[src/sv/vsa_pkg.sv]
// Shared types, field widths and action codes for the voice slot allocator.
`timescale 1ns / 1ps

package vsa_pkg;

  localparam int ACTION_W     = 4;
  localparam int SLOT_FIELD_W = 4;
  localparam int AUDIO_W      = 8;
  localparam int COUNT_W      = 9;
  localparam int STAMP_W      = 32;
  localparam int QUEUE_DEPTH  = 2;

  localparam logic [ACTION_W-1:0] ACT_PLAY       = 4'd0;
  localparam logic [ACTION_W-1:0] ACT_PLAY_LOOP  = 4'd1;
  localparam logic [ACTION_W-1:0] ACT_PAUSE      = 4'd2;
  localparam logic [ACTION_W-1:0] ACT_RESUME     = 4'd3;
  localparam logic [ACTION_W-1:0] ACT_STOP       = 4'd4;
  localparam logic [ACTION_W-1:0] ACT_UNBIND     = 4'd5;
  localparam logic [ACTION_W-1:0] ACT_STREAM_END = 4'd6;
  localparam logic [ACTION_W-1:0] ACT_PAUSE_ALL  = 4'd7;
  localparam logic [ACTION_W-1:0] ACT_RESUME_ALL = 4'd8;
  localparam logic [ACTION_W-1:0] ACT_STOP_ALL   = 4'd9;

  // How the back end has to carry out a command
  typedef enum logic [1:0] {
    KIND_NOP,
    KIND_PLAY,
    KIND_SINGLE,
    KIND_GROUP
  } kind_t;

  typedef struct packed {
    kind_t                   kind;
    logic [ACTION_W-1:0]     action;
    logic [SLOT_FIELD_W-1:0] slot;
    logic [AUDIO_W-1:0]      audio_index;
  } cmd_t;

endpackage

[src/sv/vsa_if.sv]
// Channel interfaces: voice command requests, results and the clip count write.
`timescale 1ns / 1ps

interface vsa_req_if;
  logic                              valid;
  logic                              ready;
  logic [vsa_pkg::ACTION_W-1:0]      action;
  logic [vsa_pkg::SLOT_FIELD_W-1:0]  slot;
  logic [vsa_pkg::AUDIO_W-1:0]       audio_index;

  modport source (output valid, action, slot, audio_index, input ready);
  modport sink   (input valid, action, slot, audio_index, output ready);
endinterface

interface vsa_rsp_if;
  logic                              valid;
  logic                              ready;
  logic [vsa_pkg::SLOT_FIELD_W-1:0]  result_slot;
  logic                              accepted;
  logic                              stole_voice;
  logic                              restarted;

  modport source (output valid, result_slot, accepted, stole_voice, restarted, input ready);
  modport sink   (input valid, result_slot, accepted, stole_voice, restarted, output ready);
endinterface

interface vsa_cfg_if;
  logic                              valid;
  logic                              ready;
  logic [vsa_pkg::COUNT_W-1:0]       audio_count;

  modport source (output valid, audio_count, input ready);
  modport sink   (input valid, audio_count, output ready);
endinterface

[src/sv/vsa_queue.sv]
// Short command queue between the classifying front end and the slot engine.
`timescale 1ns / 1ps

module vsa_queue (
  input  logic          clk,
  input  logic          rst,
  input  logic          push,
  input  vsa_pkg::cmd_t push_cmd,
  output logic          full,
  output logic          pop_valid,
  output vsa_pkg::cmd_t pop_cmd,
  input  logic          pop
);

  localparam int PTR_W = $clog2(vsa_pkg::QUEUE_DEPTH);
  localparam logic [PTR_W:0]   DEPTH_C = (PTR_W+1)'(vsa_pkg::QUEUE_DEPTH);
  localparam logic [PTR_W-1:0] LAST_P  = PTR_W'(vsa_pkg::QUEUE_DEPTH - 1);

  vsa_pkg::cmd_t  entry [vsa_pkg::QUEUE_DEPTH];
  logic [PTR_W-1:0] wr_ptr;
  logic [PTR_W-1:0] rd_ptr;
  logic [PTR_W:0]   count;

  assign full      = (count == DEPTH_C);
  assign pop_valid = (count != '0);
  assign pop_cmd   = entry[rd_ptr];

  // Store a beat at the tail
  always_ff @(posedge clk) begin
    if (push) begin
      entry[wr_ptr] <= push_cmd;
    end
  end

  // Advance pointers and occupancy
  always_ff @(posedge clk) begin
    if (rst) begin
      wr_ptr <= '0;
      rd_ptr <= '0;
      count  <= '0;
    end else begin
      if (push) begin
        wr_ptr <= (wr_ptr == LAST_P) ? '0 : wr_ptr + 1'b1;
      end
      if (pop) begin
        rd_ptr <= (rd_ptr == LAST_P) ? '0 : rd_ptr + 1'b1;
      end
      case ({push, pop})
        2'b10:   count <= count + 1'b1;
        2'b01:   count <= count - 1'b1;
        default: count <= count;
      endcase
    end
  end

endmodule

[src/sv/vsa_front.sv]
// Front end: takes request beats, holds the clip count and classifies commands.
`timescale 1ns / 1ps

module vsa_front #(
  parameter int SLOT_COUNT = 16
) (
  input  logic          clk,
  input  logic          rst,
  vsa_req_if.sink       req,
  vsa_cfg_if.sink       cfg,
  input  logic          q_full,
  output logic          push,
  output vsa_pkg::cmd_t push_cmd
);

  logic [vsa_pkg::COUNT_W-1:0] audio_count;
  logic                        slot_ok;
  logic                        clip_ok;

  // Hold the number of bound clips
  always_ff @(posedge clk) begin
    if (rst) begin
      audio_count <= '0;
    end else if (cfg.valid) begin
      audio_count <= cfg.audio_count;
    end
  end

  assign cfg.ready = 1'b1;
  assign req.ready = !q_full;
  assign push      = req.valid && !q_full;

  assign slot_ok = ({{(32 - vsa_pkg::SLOT_FIELD_W){1'b0}}, req.slot} < 32'(SLOT_COUNT));
  assign clip_ok = ({{(vsa_pkg::COUNT_W - vsa_pkg::AUDIO_W){1'b0}}, req.audio_index}
                    < audio_count);

  // Classify the command for the slot engine
  always_comb begin
    push_cmd.action      = req.action;
    push_cmd.slot        = req.slot;
    push_cmd.audio_index = req.audio_index;
    case (req.action)
      vsa_pkg::ACT_PLAY, vsa_pkg::ACT_PLAY_LOOP: begin
        push_cmd.kind = clip_ok ? vsa_pkg::KIND_PLAY : vsa_pkg::KIND_NOP;
      end
      vsa_pkg::ACT_PAUSE, vsa_pkg::ACT_RESUME, vsa_pkg::ACT_STOP,
      vsa_pkg::ACT_STREAM_END: begin
        push_cmd.kind = slot_ok ? vsa_pkg::KIND_SINGLE : vsa_pkg::KIND_NOP;
      end
      vsa_pkg::ACT_UNBIND, vsa_pkg::ACT_PAUSE_ALL, vsa_pkg::ACT_RESUME_ALL,
      vsa_pkg::ACT_STOP_ALL: begin
        push_cmd.kind = vsa_pkg::KIND_GROUP;
      end
      default: begin
        push_cmd.kind = vsa_pkg::KIND_NOP;
      end
    endcase
  end

endmodule

[src/sv/vsa_back.sv]
// Slot engine: scans the voice slot table, applies commands and registers results.
`timescale 1ns / 1ps

module vsa_back #(
  parameter int SLOT_COUNT = 16,
  parameter int CLIP_BITS  = 8
) (
  input  logic          clk,
  input  logic          rst,
  input  logic          q_valid,
  input  vsa_pkg::cmd_t q_cmd,
  output logic          q_pop,
  vsa_rsp_if.source     rsp
);

  localparam int SLOT_W = $clog2(SLOT_COUNT);
  localparam logic [SLOT_W:0] SCAN_END = (SLOT_W+1)'(SLOT_COUNT);

  typedef struct packed {
    logic [vsa_pkg::STAMP_W-1:0] stamp;
    logic                        looping;
    logic                        paused;
    logic [CLIP_BITS-1:0]        clip;
  } row_t;

  typedef enum logic [2:0] {
    S_IDLE,
    S_SGL,
    S_SCAN,
    S_GRANT,
    S_DONE
  } state_t;

  // Slot table and its entry valid bits
  row_t                    mem [SLOT_COUNT];
  logic [SLOT_COUNT-1:0]   row_valid;
  row_t                    rd_row;
  logic                    rd_vld;

  logic                    rd_en;
  logic [SLOT_W-1:0]       rd_addr;
  logic                    wr_en;
  logic [SLOT_W-1:0]       wr_addr;
  row_t                    wr_row;

  state_t                  state;
  vsa_pkg::cmd_t           cmd;
  logic [SLOT_W:0]         scan_idx;
  logic                    rd_pend;
  logic [SLOT_W-1:0]       rd_idx;
  logic                    found_free;
  logic [SLOT_W-1:0]       free_idx;
  logic                    found_nl;
  logic [vsa_pkg::STAMP_W-1:0] best_stamp;
  logic [SLOT_W-1:0]       best_idx;
  logic                    acc;
  logic                    stole;
  logic                    restart;
  logic [vsa_pkg::STAMP_W-1:0] stamp_counter;

  logic                    out_valid;
  logic [vsa_pkg::SLOT_FIELD_W-1:0] out_slot;
  logic                    out_acc;
  logic                    out_stole;
  logic                    out_restart;

  row_t                    row_q;
  row_t                    row_mod;
  logic                    changed;
  logic                    restart_c;
  logic [SLOT_W-1:0]       pick;
  logic [SLOT_W+vsa_pkg::SLOT_FIELD_W-1:0] pick_wide;
  logic [SLOT_W+vsa_pkg::SLOT_FIELD_W-1:0] slot_wide;
  logic [CLIP_BITS+vsa_pkg::AUDIO_W-1:0]   clip_wide;
  logic [CLIP_BITS-1:0]    clip_in;
  logic                    is_play;

  assign row_q     = rd_vld ? rd_row : '0;
  assign pick      = found_free ? free_idx : best_idx;
  assign pick_wide = {{vsa_pkg::SLOT_FIELD_W{1'b0}}, pick};
  assign slot_wide = {{SLOT_W{1'b0}}, q_cmd.slot};
  assign clip_wide = {{CLIP_BITS{1'b0}}, cmd.audio_index};
  assign clip_in   = clip_wide[CLIP_BITS-1:0];
  assign is_play   = (cmd.action == vsa_pkg::ACT_PLAY) ||
                     (cmd.action == vsa_pkg::ACT_PLAY_LOOP);

  // Apply a slot command to the row just read
  always_comb begin
    row_mod   = row_q;
    changed   = 1'b0;
    restart_c = 1'b0;
    case (cmd.action)
      vsa_pkg::ACT_PAUSE, vsa_pkg::ACT_PAUSE_ALL: begin
        if (row_q.stamp != '0 && !row_q.paused) begin
          row_mod.paused = 1'b1;
          changed        = 1'b1;
        end
      end
      vsa_pkg::ACT_RESUME, vsa_pkg::ACT_RESUME_ALL: begin
        if (row_q.stamp != '0 && row_q.paused) begin
          row_mod.paused = 1'b0;
          changed        = 1'b1;
        end
      end
      vsa_pkg::ACT_STOP, vsa_pkg::ACT_STOP_ALL: begin
        if (row_q.stamp != '0) begin
          row_mod.stamp = '0;
          changed       = 1'b1;
        end
      end
      vsa_pkg::ACT_UNBIND: begin
        if (row_q.stamp != '0 && row_q.clip == clip_in) begin
          row_mod.stamp = '0;
          changed       = 1'b1;
        end
      end
      vsa_pkg::ACT_STREAM_END: begin
        if (row_q.stamp != '0 && !row_q.paused) begin
          changed = 1'b1;
          if (row_q.looping) begin
            restart_c = 1'b1;
          end else begin
            row_mod.stamp = '0;
          end
        end
      end
      default: begin
        changed = 1'b0;
      end
    endcase
  end

  // Drive table port and queue pop
  always_comb begin
    rd_en   = 1'b0;
    rd_addr = scan_idx[SLOT_W-1:0];
    wr_en   = 1'b0;
    wr_addr = rd_idx;
    wr_row  = row_mod;
    q_pop   = 1'b0;
    case (state)
      S_IDLE: begin
        q_pop = q_valid;
        if (q_valid && q_cmd.kind == vsa_pkg::KIND_SINGLE) begin
          rd_en   = 1'b1;
          rd_addr = slot_wide[SLOT_W-1:0];
        end
      end
      S_SGL: begin
        wr_en = changed;
      end
      S_SCAN: begin
        rd_en = (scan_idx != SCAN_END);
        wr_en = rd_pend && (cmd.kind == vsa_pkg::KIND_GROUP) && changed;
      end
      S_GRANT: begin
        wr_en          = 1'b1;
        wr_addr        = pick;
        wr_row.stamp   = stamp_counter + 1'b1;
        wr_row.looping = (cmd.action == vsa_pkg::ACT_PLAY_LOOP);
        wr_row.paused  = 1'b0;
        wr_row.clip    = clip_in;
      end
      default: begin
        rd_en = 1'b0;
      end
    endcase
  end

  // Slot table: one write and one registered read a cycle
  always_ff @(posedge clk) begin
    if (wr_en) begin
      mem[wr_addr] <= wr_row;
    end
    if (rd_en) begin
      rd_row <= mem[rd_addr];
    end
  end

  // Entry valid bits: an unwritten slot reads as free
  always_ff @(posedge clk) begin
    if (rst) begin
      row_valid <= '0;
      rd_vld    <= 1'b0;
    end else begin
      if (wr_en) begin
        row_valid[wr_addr] <= 1'b1;
      end
      if (rd_en) begin
        rd_vld <= row_valid[rd_addr];
      end
    end
  end

  // Sequence each command and hold the result register
  always_ff @(posedge clk) begin
    if (rst) begin
      state         <= S_IDLE;
      out_valid     <= 1'b0;
      stamp_counter <= '0;
      rd_pend       <= 1'b0;
    end else begin
      // Drop the beat once taken, unless a new one replaces it below
      if (rsp.ready && state != S_DONE) begin
        out_valid <= 1'b0;
      end
      case (state)
        S_IDLE: begin
          if (q_valid) begin
            cmd        <= q_cmd;
            acc        <= 1'b0;
            stole      <= 1'b0;
            restart    <= 1'b0;
            scan_idx   <= '0;
            rd_pend    <= 1'b0;
            found_free <= 1'b0;
            found_nl   <= 1'b0;
            best_stamp <= '0;
            rd_idx     <= slot_wide[SLOT_W-1:0];
            case (q_cmd.kind)
              vsa_pkg::KIND_SINGLE:                    state <= S_SGL;
              vsa_pkg::KIND_PLAY, vsa_pkg::KIND_GROUP: state <= S_SCAN;
              default:                                 state <= S_DONE;
            endcase
          end
        end
        S_SGL: begin
          acc     <= changed;
          restart <= restart_c;
          state   <= S_DONE;
        end
        S_SCAN: begin
          if (rd_en) begin
            rd_idx   <= scan_idx[SLOT_W-1:0];
            scan_idx <= scan_idx + 1'b1;
          end
          rd_pend <= rd_en;
          if (rd_pend) begin
            if (changed && cmd.kind == vsa_pkg::KIND_GROUP) begin
              acc <= 1'b1;
            end
            if (row_q.stamp == '0 && !found_free) begin
              found_free <= 1'b1;
              free_idx   <= rd_idx;
            end
            if (!row_q.looping && (!found_nl || row_q.stamp < best_stamp)) begin
              found_nl   <= 1'b1;
              best_stamp <= row_q.stamp;
              best_idx   <= rd_idx;
            end
          end
          if (!rd_en && !rd_pend) begin
            if (cmd.kind == vsa_pkg::KIND_PLAY && (found_free || found_nl)) begin
              state <= S_GRANT;
            end else begin
              state <= S_DONE;
            end
          end
        end
        S_GRANT: begin
          stamp_counter <= stamp_counter + 1'b1;
          acc           <= 1'b1;
          stole         <= !found_free;
          state         <= S_DONE;
        end
        S_DONE: begin
          if (!out_valid || rsp.ready) begin
            out_valid   <= 1'b1;
            out_slot    <= is_play ? (acc ? pick_wide[vsa_pkg::SLOT_FIELD_W-1:0] : '0)
                                   : cmd.slot;
            out_acc     <= acc;
            out_stole   <= stole;
            out_restart <= restart;
            state       <= S_IDLE;
          end
        end
        default: begin
          state <= S_IDLE;
        end
      endcase
    end
  end

  assign rsp.valid       = out_valid;
  assign rsp.result_slot = out_slot;
  assign rsp.accepted    = out_acc;
  assign rsp.stole_voice = out_stole;
  assign rsp.restarted   = out_restart;

endmodule

[src/sv/voice_slot_allocator.sv]
// Voice slot allocator top level: front end, command queue and slot engine.
//
// Channels: req carries one voice command a beat (action, slot, audio_index);
// rsp returns exactly one result beat per command, in command order (granted
// or echoed slot, accepted, stole_voice, restarted); cfg writes the number of
// bound clips and is always ready.
// Commands that change nothing (refused play, bad slot, unused action) go
// straight to the result register; pause, resume, stop and stream end of one
// slot read that slot and write it back if it changes; group commands, and a
// play refused as every slot loops, walk the whole table; a granted play walks
// it and then writes its chosen slot.
// Play and group commands walk the slot table one entry a cycle through its
// single read port; that walk sets the cost of those commands.
// A two-entry queue sits between front end and engine, so requests are still
// taken while the engine works or a result waits; req.ready drops only when
// that queue is full. A stalled rsp holds its beat; the engine finishes the
// next command and then waits for the result register to free up.
// Reset (rst, synchronous) frees every slot, clears the age counter and the
// clip count; no clearing pass is needed.
`timescale 1ns / 1ps

module voice_slot_allocator #(
  parameter int SLOT_COUNT = 16,
  parameter int CLIP_BITS  = 8
) (
  input  logic      clk,
  input  logic      rst,
  vsa_req_if.sink   req,
  vsa_rsp_if.source rsp,
  vsa_cfg_if.sink   cfg
);

  logic          q_push;
  vsa_pkg::cmd_t q_push_cmd;
  logic          q_full;
  logic          q_valid;
  vsa_pkg::cmd_t q_cmd;
  logic          q_pop;

  vsa_front #(
    .SLOT_COUNT (SLOT_COUNT)
  ) u_front (
    .clk      (clk),
    .rst      (rst),
    .req      (req),
    .cfg      (cfg),
    .q_full   (q_full),
    .push     (q_push),
    .push_cmd (q_push_cmd)
  );

  vsa_queue u_queue (
    .clk       (clk),
    .rst       (rst),
    .push      (q_push),
    .push_cmd  (q_push_cmd),
    .full      (q_full),
    .pop_valid (q_valid),
    .pop_cmd   (q_cmd),
    .pop       (q_pop)
  );

  vsa_back #(
    .SLOT_COUNT (SLOT_COUNT),
    .CLIP_BITS  (CLIP_BITS)
  ) u_back (
    .clk     (clk),
    .rst     (rst),
    .q_valid (q_valid),
    .q_cmd   (q_cmd),
    .q_pop   (q_pop),
    .rsp     (rsp)
  );

`ifndef SYNTHESIS
  // The engine never pops an empty queue
  a_pop_has_item: assert property (@(posedge clk) disable iff (rst)
    q_pop |-> q_valid)
    else $error("command popped from empty queue");

  // The front end never pushes into a full queue
  a_push_has_room: assert property (@(posedge clk) disable iff (rst)
    q_push |-> !q_full)
    else $error("command pushed into full queue");

  // A steal or a restart is always reported as accepted
  a_flags_accepted: assert property (@(posedge clk) disable iff (rst)
    (rsp.valid && (rsp.stole_voice || rsp.restarted)) |-> rsp.accepted)
    else $error("steal or restart flagged without accept");

  // A result never claims both a steal and a restart
  a_flags_exclusive: assert property (@(posedge clk) disable iff (rst)
    rsp.valid |-> !(rsp.stole_voice && rsp.restarted))
    else $error("steal and restart flagged together");
`endif

endmodule
[src/flat_wrapper.sv]
// flat-port wrapper written by rule: the top's interface ports become plain ports
module voice_slot_allocator_flat 
#(
  parameter int SLOT_COUNT = 16,
  parameter int CLIP_BITS  = 8
)
  (clk, rst, req_valid, req_action, req_slot, req_audio_index, req_ready, rsp_valid, rsp_result_slot, rsp_accepted, rsp_stole_voice, rsp_restarted, rsp_ready, cfg_valid, cfg_audio_count, cfg_ready);
  vsa_req_if req_i ();
  vsa_rsp_if rsp_i ();
  vsa_cfg_if cfg_i ();
  input  logic clk;
  input  logic rst;
  input wire logic [$bits(req_i.valid)-1:0] req_valid;
  input wire logic [$bits(req_i.action)-1:0] req_action;
  input wire logic [$bits(req_i.slot)-1:0] req_slot;
  input wire logic [$bits(req_i.audio_index)-1:0] req_audio_index;
  output wire logic [$bits(req_i.ready)-1:0] req_ready;
  output wire logic [$bits(rsp_i.valid)-1:0] rsp_valid;
  output wire logic [$bits(rsp_i.result_slot)-1:0] rsp_result_slot;
  output wire logic [$bits(rsp_i.accepted)-1:0] rsp_accepted;
  output wire logic [$bits(rsp_i.stole_voice)-1:0] rsp_stole_voice;
  output wire logic [$bits(rsp_i.restarted)-1:0] rsp_restarted;
  input wire logic [$bits(rsp_i.ready)-1:0] rsp_ready;
  input wire logic [$bits(cfg_i.valid)-1:0] cfg_valid;
  input wire logic [$bits(cfg_i.audio_count)-1:0] cfg_audio_count;
  output wire logic [$bits(cfg_i.ready)-1:0] cfg_ready;
  assign req_i.valid = req_valid;
  assign req_i.action = req_action;
  assign req_i.slot = req_slot;
  assign req_i.audio_index = req_audio_index;
  assign req_ready = req_i.ready;
  assign rsp_valid = rsp_i.valid;
  assign rsp_result_slot = rsp_i.result_slot;
  assign rsp_accepted = rsp_i.accepted;
  assign rsp_stole_voice = rsp_i.stole_voice;
  assign rsp_restarted = rsp_i.restarted;
  assign rsp_i.ready = rsp_ready;
  assign cfg_i.valid = cfg_valid;
  assign cfg_i.audio_count = cfg_audio_count;
  assign cfg_ready = cfg_i.ready;
  voice_slot_allocator #(.SLOT_COUNT(SLOT_COUNT), .CLIP_BITS(CLIP_BITS)) u_core (.clk(clk), .rst(rst), .req(req_i), .rsp(rsp_i), .cfg(cfg_i));
endmodule
[config.mk]
export PLATFORM = sky130hd
export DESIGN_NAME = voice_slot_allocator_flat
export DESIGN_NICKNAME = d
export VERILOG_FILES = /design/src/sv/vsa_pkg.sv /design/src/sv/vsa_if.sv /design/src/sv/vsa_queue.sv /design/src/sv/vsa_front.sv /design/src/sv/vsa_back.sv /design/src/sv/voice_slot_allocator.sv /design/src/flat_wrapper.sv
export SDC_FILE = /design/constraint.sdc
export NUM_CORES = 1
export LEC_CHECK = 0
export ABC_AREA = 1
export BUFFER_PORTS_ARGS = -buffer_cell sky130_fd_sc_hd__buf_2
export CORE_UTILIZATION = 50
export DETAILED_ROUTE_END_ITERATION = 7
export HOLD_SLACK_MARGIN = 0.15
export PLACE_DENSITY_LB_ADDON = 0.08
export SLEW_MARGIN = 20
export SYNTH_ARGS = -nofsm -noshare
export SYNTH_HDL_FRONTEND = slang
export SYNTH_HIERARCHICAL = 1
export SYNTH_SLANG_ARGS = --single-unit
[constraint.sdc]
create_clock -name clk -period 6.7 [get_ports clk]
set_clock_uncertainty 0.1 [all_clocks]
set_input_delay 0.67 -clock clk [delete_from_list [all_inputs] [get_ports clk]]
set_output_delay 0.67 -clock clk [all_outputs]
set_load 0.005 [all_outputs]
==> Word-level counts from Yosys, hierarchy flattened <==
Memory sizes are Yosys's and may differ from the RTL's. A register that Yosys moved wholly into a read port is not among the register bits.
Index checks and enable logic that the tools add are counted.
{ "totals": {"reg_bits": 146, "latchBits": 0, "ramBits": 708, "rom_bits": 0, "inputBits": 30, "out_inout_bits": 10, "elab_cells": 217, "memories": 2} }
{ "memory_table": {"columns": ["name", "words", "word_bits", "read_ports", "rd_clocked_by_memory_dff", "wr", "line", "source"], "rows": [
  ["u_core.u_back.mem", 16, 42, 1, 1, 1, "vsa_back.sv:35", "row_t mem [SLOT_COUNT];"],
  ["u_core.u_queue.entry", 2, 18, 1, 1, 1, "vsa_queue.sv:19", "vsa_pkg::cmd_t entry [vsa_pkg::QUEUE_DEPTH];"]
]} }
{ "classes": {"addsub": 6, "mul": 0, "div_mod_pow": 0, "n_lt_le_gt_ge": 5, "eq_ne": 41, "shift": 0, "mux": 75, "bitwise": 2, "n_reduce_logical": 58} }
{ "ops": {"columns": ["cell", "count"], "rows": [
  ["$mux 32", 7],
  ["$pmux 32 s3", 1],
  ["$mux 42", 2],
  ["$pmux 32 s2", 1],
  ["$add 32x1->32 const B", 1],
  ["$eq 4x3->1 const B", 8],
  ["$logic_not 32->1", 1],
  ["$lt 32x32->1", 1],
  ["$mux 1", 32],
  ["$mux 4", 8],
  ["$reduce_bool 32->1", 1],
  ["$eq 4x2->1 const B", 4],
  ["$eq 4x4->1 const B", 4],
  ["$ne 2x2->1 const B", 8],
  ["$or 16x16->16", 1],
  ["$reduce_and 3->1", 5],
  ["$reduce_and 5->1", 3],
  ["$logic_and 1x1->1", 14],
  ["$pmux 1 s2", 7],
  ["$mux 3", 4],
  ["$pmux 3 s4", 1],
  ["$reduce_and 4->1", 3],
  ["$reduce_or 2->1", 6],
  ["$eq 2x2->1 const B", 5],
  ["other kinds (35)", 59]
]} }

==> Logic depth before layout (Yosys ltp) <==
Gate-level depths: netlist of the first run.
{ "depth": {"ltp_word": 9, "ltp_mapped": 18, "depth_no_buf": 16} }

==> By module <==
The synthesis of the first run kept the hierarchy.
{ "by_module_without_submodules": {"columns": ["mod", "n_inst", "cells_each", "area_each_um2"], "rows": [
  ["vsa_back", 1, 2954, 35560.4],
  ["vsa_queue", 1, 89, 1577.8],
  ["vsa_front", 1, 102, 750.7]
]} }

==> Worst setup path after synthesis of the first run <==
Ideal clock, no wire load.
{ "synth_timing": {"path_type": "reg2reg", "startpoint": "register u_core.u_back.rd_vld", "endpoint": "register u_core/u_back/best_stamp[0] (netlist name), enable pin", "arrival_ps": 3236, "setup_slack_ps": 2930, "stages_incl_launch_ff": 16, "n_path_buf": 2, "cell_sequence": "dfxtp_1 buf_6 buf_6 nand2_1 inv_1 ha_1 nand2_1 inv_1 o21ai_0 nand2_1 a21oi_1 o21a_1 nand2_1 nand2_1 nand2_1 a21oi_1"} }
{ "synth_rtl": {"columns": ["item", "line", "source"], "rows": [
  ["start, declared", "vsa_back.sv:38", "logic rd_vld;"],
  ["start signal, assigned", "vsa_back.sv:190", "rd_vld <= row_valid[rd_addr];"],
  ["end signal, assigned", "vsa_back.sv:248", "best_stamp <= row_q.stamp;"],
  ["end, declared", "vsa_back.sv:54", "logic [vsa_pkg::STAMP_W-1:0] best_stamp;"]
]} }

==> results of run 1 <==
[flip-flops by register name, indices dropped and copies added, names as in the netlist, 2 cells and up, named ones only]
name	cells
u_core/u_back/best_idx	4
u_core/u_back/best_stamp	32
u_core/u_back/clip_in	8
u_core/u_back/cmd	10
u_core/u_back/free_idx	4
u_core/u_back/mem	672
u_core/u_back/rd_idx	4
u_core/u_back/rd_row	42
u_core/u_back/row_valid	16
u_core/u_back/rsp.result_slot	4
u_core/u_back/scan_idx	5
u_core/u_back/stamp_counter	32
u_core/u_back/state	3
u_core/u_front/audio_count	9
u_core/u_queue/count	2
u_core/u_queue/entry	36
[layer usage]
metal | up-vias | share of wire | global-route usage
met5 | - | 0 | 0
met4 | 0 | 0.028 | 0.0759
met3 | 181 | 0.051 | 0.0352
met2 | 804 | 0.49 | 0.436
met1 | 12100 | 0.43 | 0.343
li1 | 11300 | - | -
[cell type report]
cell class | count | area [µm²] | share of cell area
multi-input combinational | 1808 | 9630 | 0.230
timing repair buffer | 105 | 793 | 0.0190
inverter | 245 | 923 | 0.0221
clock buffer | 127 | 2590 | 0.0620
clock inverter | 42 | 375 | 0.00898
tap | 969 | 1210 | 0.0290
sequential | 897 | 26300 | 0.628
[critical path: cells and delay by family, from the launching register on]
kind	cells	cell delay [ns]
DFF	1	0.96
AOI/OAI and AO/OA	3	0.55
muxes	1	0.38
and+or+nand+nor	6	0.82
buffers and inverters	3	1.41
[path summary, 6_finish.rpt]
path	start	endpoint	slack, ns	depth (start not counted)
worst min register to register	u_core/u_front/audio_count[0]$_SDFFE_PP0P_	u_core/u_front/audio_count[0]$_SDFFE_PP0P_	0.36	2
worst max-delay path	register	u_core/u_back/rd_row[22]$_DFFE_PP_	2.25	13
worst max register to register	register	u_core/u_back/rd_row[22]$_DFFE_PP_	2.25	13
worst min-delay path	req_action[3]	u_core/u_queue/entry[0][15]$_DFFE_PP_	0.17	1
[Yosys cell counts, types with 37 or more instances]
cell type and n:
o21bai_1 101, o221ai_1 76, edfxtp_1 829, dfxtp_1 68, a21oi_1 89, nand3_1 197
nor2_1 353, buf_4 37, o21ai_0 383, o211ai_1 63, ha_1 41, inv_1 233
buf_2 70, nand2_1 360, clkbuf_1 55
[repair_timing]
item / in CTS / in global routing
hold endpoints to repair: 30 / 0
hold buffers: 15 / 0
resized for setup: 0 / 0
[kinds of logic after synthesis]
family,count (synthesis),synth area share
compound gates,766,0.122
flops,897,0.693
fa+ha+maj,41,0.0135
buf+inv,440,0.0546
xor+xnor,15,0.00347
mux,22,0.00740
other cells,1,0.0000990
simple gates,963,0.106
[power groups by stage]
| stage | registers (W) | clock network, W | logic (W) |
|---|---|---|---|
| floorplan | 0.00717 | 0 | 0.00451 |
| global placement | 0.00733 | 0 | 0.00614 |
| detailed placement | 0.00733 | 0 | 0.00623 |
| CTS | 0.00722 | 0.00511 | 0.00625 |
| global route | 0.00725 | 0.00532 | 0.00690 |
| finish | 0.00722 | 0.00503 | 0.00625 |
[through the flow]
stage | cells | hold WS, ns | util | cell area [µm²]
2_1_floorplan | 3145 | 0.300 | - | 37900
3_3_place_gp | 4009 | 0.350 | 0.518 | 38700
3_5_place_dp | 4009 | 0.355 | 0.518 | 38700
4_1_cts | 4193 | 0.152 | 0.559 | 41800
5_1_grt | 4193 | 0.157 | 0.559 | 41800
6_report | 4193 | 0.174 | 0.559 | 41800
==> flow_metrics.env, run 1 <==
export IMPL_cts_tree="built"
export IMPL_die_h_um=277
export IMPL_min_period_ns=4.45
export IMPL_required_ns=7.10
export IMPL_maxCapViolations=0
export IMPL_ys_ff_latch=897
export IMPL_htree_levels=3
export IMPL_netlist_top_cell_by_area="edfxtp_1"
export IMPL_layout_common_cells="829 x edfxtp_1, 383 x o21ai_0, 358 x nand2_1"
export IMPL_cts_max_path_buffers=3
export IMPL_rsz0062_at_grt="false"
export IMPL_powerDensity_mw_per_mm2=443
export IMPL_comb_power_share=0.338
export IMPL_grt_max_degree=202
export IMPL_p_total_w=0.0185
export IMPL_drive_gt1_frac=0.0940
export IMPL_io_buffer_count=38
export IMPL_path_common_cell="nand3_1"
export IMPL_pre_cts_slack_ns=2.27
export IMPL_clk_latency_ns=0.64
export IMPL_fin_ws_ns=2.25
export IMPL_start_util=0.507
export IMPL_slew_headroom=0.123
export IMPL_path_clk_slew_ns=0.06
export IMPL_rows=100
export IMPL_ant_nets=0
export IMPL_setup_tns_ns=0
export IMPL_cts_root_buf="clkbuf_16"
export IMPL_critPathMaxStageDelay_ns=0.96
export IMPL_slowest_stage="dfxtp_1"
export IMPL_grt_pass1_wl_um=149000
export IMPL_grt_pass1_vias=24000
export IMPL_cp_max_fo=74
export IMPL_postCtsSetupBuffers=0
export IMPL_hpwl_um=53900
export IMPL_synth_nets=3216
export IMPL_worstMarginPinSlew_ns=1.32
export IMPL_wirelength_um=98600
export IMPL_synth_top_area_frac=0.657
export IMPL_max_vdd_ir_drop_mv=0.552
export IMPL_p_int_w=0.0117
export IMPL_critPathArrivalTime_ns=4.85
export IMPL_async_flop_share=0
export IMPL_switchingPower_w=0.00683
export IMPL_avgViaCountPerCell=5.81
export IMPL_core_mm2=0.0747
export IMPL_via_count=24400
export IMPL_criticalPathCategory="register to register"
export IMPL_first_pass_iters=6
export IMPL_seqPwrFrac=0.390
export IMPL_fmax_ghz=0.225
export IMPL_clock_power_share=0.272
export IMPL_synth_area_per_cell_um2=12.0
export IMPL_status="finished, final reports clean"
export IMPL_area_delta_synth_final_pct=10.3
export IMPL_startpoint_type="register"
export IMPL_post_drt_wl_per_cell_um=23.5
export IMPL_grt_use_total=0.257
export IMPL_ios=40
export IMPL_ys_warn_count=6
export IMPL_drt_iter0_markers=2155
export IMPL_min_period_over_period=0.665
export IMPL_synth_cell_types=51
export IMPL_chipWidth_um=277
export IMPL_path_cells="mux2_4 > inv_1 > nand3_1 > nor2_8 > nand2_1 > o21ai_4 > buf_4 > buf_4 > o21ai_0 > o21bai_1 > nand3_1 > nand3_1 > nand2_1"
export IMPL_synth_edff_count=829
export IMPL_synthFlopType="edfxtp_1"
export IMPL_cts_sinks=897
export IMPL_final_net_count=3221
export IMPL_finalHoldViolCount=0
export IMPL_cts_buffers=93
export IMPL_fillers=6199
export IMPL_final_common_cell="edfxtp_1"
export IMPL_endpoint_kind="register"
export IMPL_die_area_mm2=0.0769
export IMPL_antenna_found_initial=0
export IMPL_setup_violations=0
export IMPL_synth_area_top_cells="edfxtp_1 66%, o21ai_0 5.1%, dfxtp_1 3.6%"
export IMPL_antennaDiodeCount=0
export IMPL_slew_violations=0
export IMPL_swShare=0.369
export IMPL_ys_seq_area_frac=0.693
export IMPL_place_congestion=0.888
export IMPL_p_leak_nw=15.1
export IMPL_grt_overflow=0
export IMPL_hold_class="primary input to register"
export IMPL_synthCells=3145
export IMPL_syn_cell_area_mm2=0.0379
export IMPL_drc_errors=0
No activity file was read; power rests on OpenSTA's default activity.
==> run 2: changes to the inputs <==
clock period = 3.72 ns   (was 6.7 ns; I/O delays follow)
==> run 2 against run 1 <==
  * Non-clock buffer count grew 65
  * Wire length up 1.3%
  * Critical path depth unchanged
  * Clock power up 88%
  * Core utilization up 1.4 points
  * Combinational power grew 87%
  * Setup slack worse by 1.8 ns
  * Die area unchanged
  * Sequential share of layout area down 1.5 points
  * Fmax grew 35%
  * Final area is 2.5% higher
  * Highest routed layer unchanged
  * Largest power group unchanged
==> flow_metrics.env, run 2 (synthesized netlist as in run 1, its figures left out) <==
export IMPL_rows=100
export IMPL_antenna_found_initial=0
export IMPL_path_clk_slew_ns=0.06
export IMPL_max_vdd_ir_drop_mv=0.830
export IMPL_path_common_cell="nand2_1"
export IMPL_start_util=0.507
export IMPL_criticalPathCategory="register to register"
export IMPL_worst_path_buf_inv=3
export IMPL_placed_cell_area_mm2=0.0392
export IMPL_core_mm2=0.0747
export IMPL_grt_max_degree=110
export IMPL_drive_gt1_frac=0.105
export IMPL_largest_reg_flops=672
export IMPL_path_delay_family="simple AND/OR/NAND/NOR gates"
export IMPL_grt_pass1_wl_um=151000
export IMPL_die_area_mm2=0.0769
export IMPL_cp_max_fo=32
export IMPL_final_net_count=3289
export IMPL_hpwl_um=56800
export IMPL_htree_levels=3
export IMPL_min_period_over_period=0.888
export IMPL_top_regs="u_core/u_back/mem x672, u_core/u_back/rd_row x42, u_core/u_queue/entry x36"
export IMPL_ios=40
export IMPL_worstMarginPinSlew_ns=0.947
export IMPL_maxCapViolations=0
export IMPL_wirelength_um=99900
export IMPL_chipWidth_um=277
export IMPL_worst_r2r_setup_slack_ns=0.42
export IMPL_drt_iter0_markers=2394
export IMPL_final_common_cell="edfxtp_1"
export IMPL_grt_overflow=0
export IMPL_cts_max_path_buffers=3
export IMPL_setup_violations=0
export IMPL_endpoint_kind="register"
export IMPL_stdcell_area_mm2=0.0428
export IMPL_via_count=24800
export IMPL_post_drt_wl_per_cell_um=23.4
export IMPL_status="finished, final reports clean"
export IMPL_avgViaCountPerCell=5.80
export IMPL_ant_nets=0
export IMPL_powerDensity_mw_per_mm2=800
export IMPL_cts_tree="built"
export IMPL_required_ns=3.96
export IMPL_antennaDiodeCount=0
export IMPL_setup_tns_ns=0
export IMPL_p_leak_nw=15.5
export IMPL_grt_pass1_vias=24500
export IMPL_first_pass_iters=6
export IMPL_regMostFlops="u_core/u_back/mem"
export IMPL_hold_class="register to register"
export IMPL_critPathArrivalTime_ns=3.54
export IMPL_area_delta_synth_final_pct=13.0
export IMPL_grt_use_total=0.261
export IMPL_fmax_ghz=0.303
export IMPL_place_congestion=0.869
export IMPL_rsz0062_at_grt="false"
export IMPL_cts_sinks=897
export IMPL_io_buffer_count=38
export IMPL_slowest_stage="nand2_1"
export IMPL_fillers=5990
export IMPL_slew_violations=0
export IMPL_cts_root_buf="clkbuf_16"
export IMPL_min_period_ns=3.30
export IMPL_path_cells="buf_4 > nand2_1 > inv_1 > nor2_1 > nand3_1 > nor2_1 > nand2_2 > nand2_1 > nor3_1 > o21bai_2 > buf_4 > nand3_1 > nand2_1"
export IMPL_critPathMaxStageDelay_ns=0.58
export IMPL_slew_headroom=0.364
export IMPL_clk_latency_ns=0.66
export IMPL_drc_errors=0
export IMPL_cts_buffers=96
export IMPL_finalHoldViolCount=0
export IMPL_startpoint_type="register"
export IMPL_layout_common_cells="829 x edfxtp_1, 383 x o21ai_0, 358 x nand2_1"
export IMPL_die_h_um=277
run 2: worst register-to-register path, stage by stage, from the launching register on:
cell	delay, ns
dfxtp_2	0.45
buf_4	0.22
nand2_1	0.08
inv_1	0.09
nor2_1	0.16
nand3_1	0.12
nor2_1	0.12
nand2_2	0.16
nand2_1	0.13
nor3_1	0.06
o21bai_2	0.18
buf_4	0.38
nand3_1	0.14
nand2_1	0.58
run 2: timing repair:
item | CTS | global route
buffers inserted | 0 | 0
gates resized for setup | 0 | 0
hold endpoints to repair | 57 | 0
hold buffers | 46 | 0
run 2: path summary, 6_finish.rpt:
check	startpoint	depth (start not counted)	endpoint
max	u_core/u_back/rd_vld$_SDFFE_PP0P_	13	u_core/u_back/mem[1][15]$_DFFE_PP_
min	u_core/u_back/stole$_SDFFCE_PN0P_	0	u_core/u_back/rsp.stole_voice$_DFFE_PP_
max reg2reg	u_core/u_back/rd_vld$_SDFFE_PP0P_	13	u_core/u_back/mem[1][15]$_DFFE_PP_
min reg2reg	u_core/u_back/stole$_SDFFCE_PN0P_	0	u_core/u_back/rsp.stole_voice$_DFFE_PP_
run 2: where the power goes:
part	switching, W	total [W]	leakage, nW	internal (W)
Sequential	0.000573	0.0131	8.21	0.0125
Combinational	0.00807	0.0117	5.81	0.00363
Clock	0.00396	0.00948	1.50	0.00552
Total	0.0126	0.0343	15.5	0.0217
run 2: per-layer routing:
layer	wire length (µm)	global-route usage	share of wire	vias to the layer above
li1	-	-	-	11400
met1	41800	0.350	0.42	12300
met2	49400	0.439	0.49	809
met3	5490	0.0354	0.055	179
met4	3220	0.0893	0.032	0
met5	0	0	0	-
run 2: stage by stage:
stage	utilization	cells	setup slack, ns	power (W)	hold slack, ns
2_1_floorplan	-	3145	0.581	0.0210	0.300
5_1_grt	0.573	4269	0.226	0.0361	0.340
6_report	0.573	4269	0.418	0.0343	0.343
3_5_place_dp	0.525	4043	0.454	0.0249	0.337
4_1_cts	0.573	4269	0.415	0.0344	0.323
3_3_place_gp	0.525	4043	0.507	0.0247	0.322
run 2: area by class of cell:
class	instances	area, µm²	area share
Sequential cell	897	26300	0.613
Multi-Input combinational cell	1808	9630	0.225
Clock buffer	112	2460	0.0575
Timing Repair Buffer	170	1680	0.0393
Tap cell	969	1210	0.0283
Inverter	245	923	0.0216
Clock inverter	68	661	0.0154
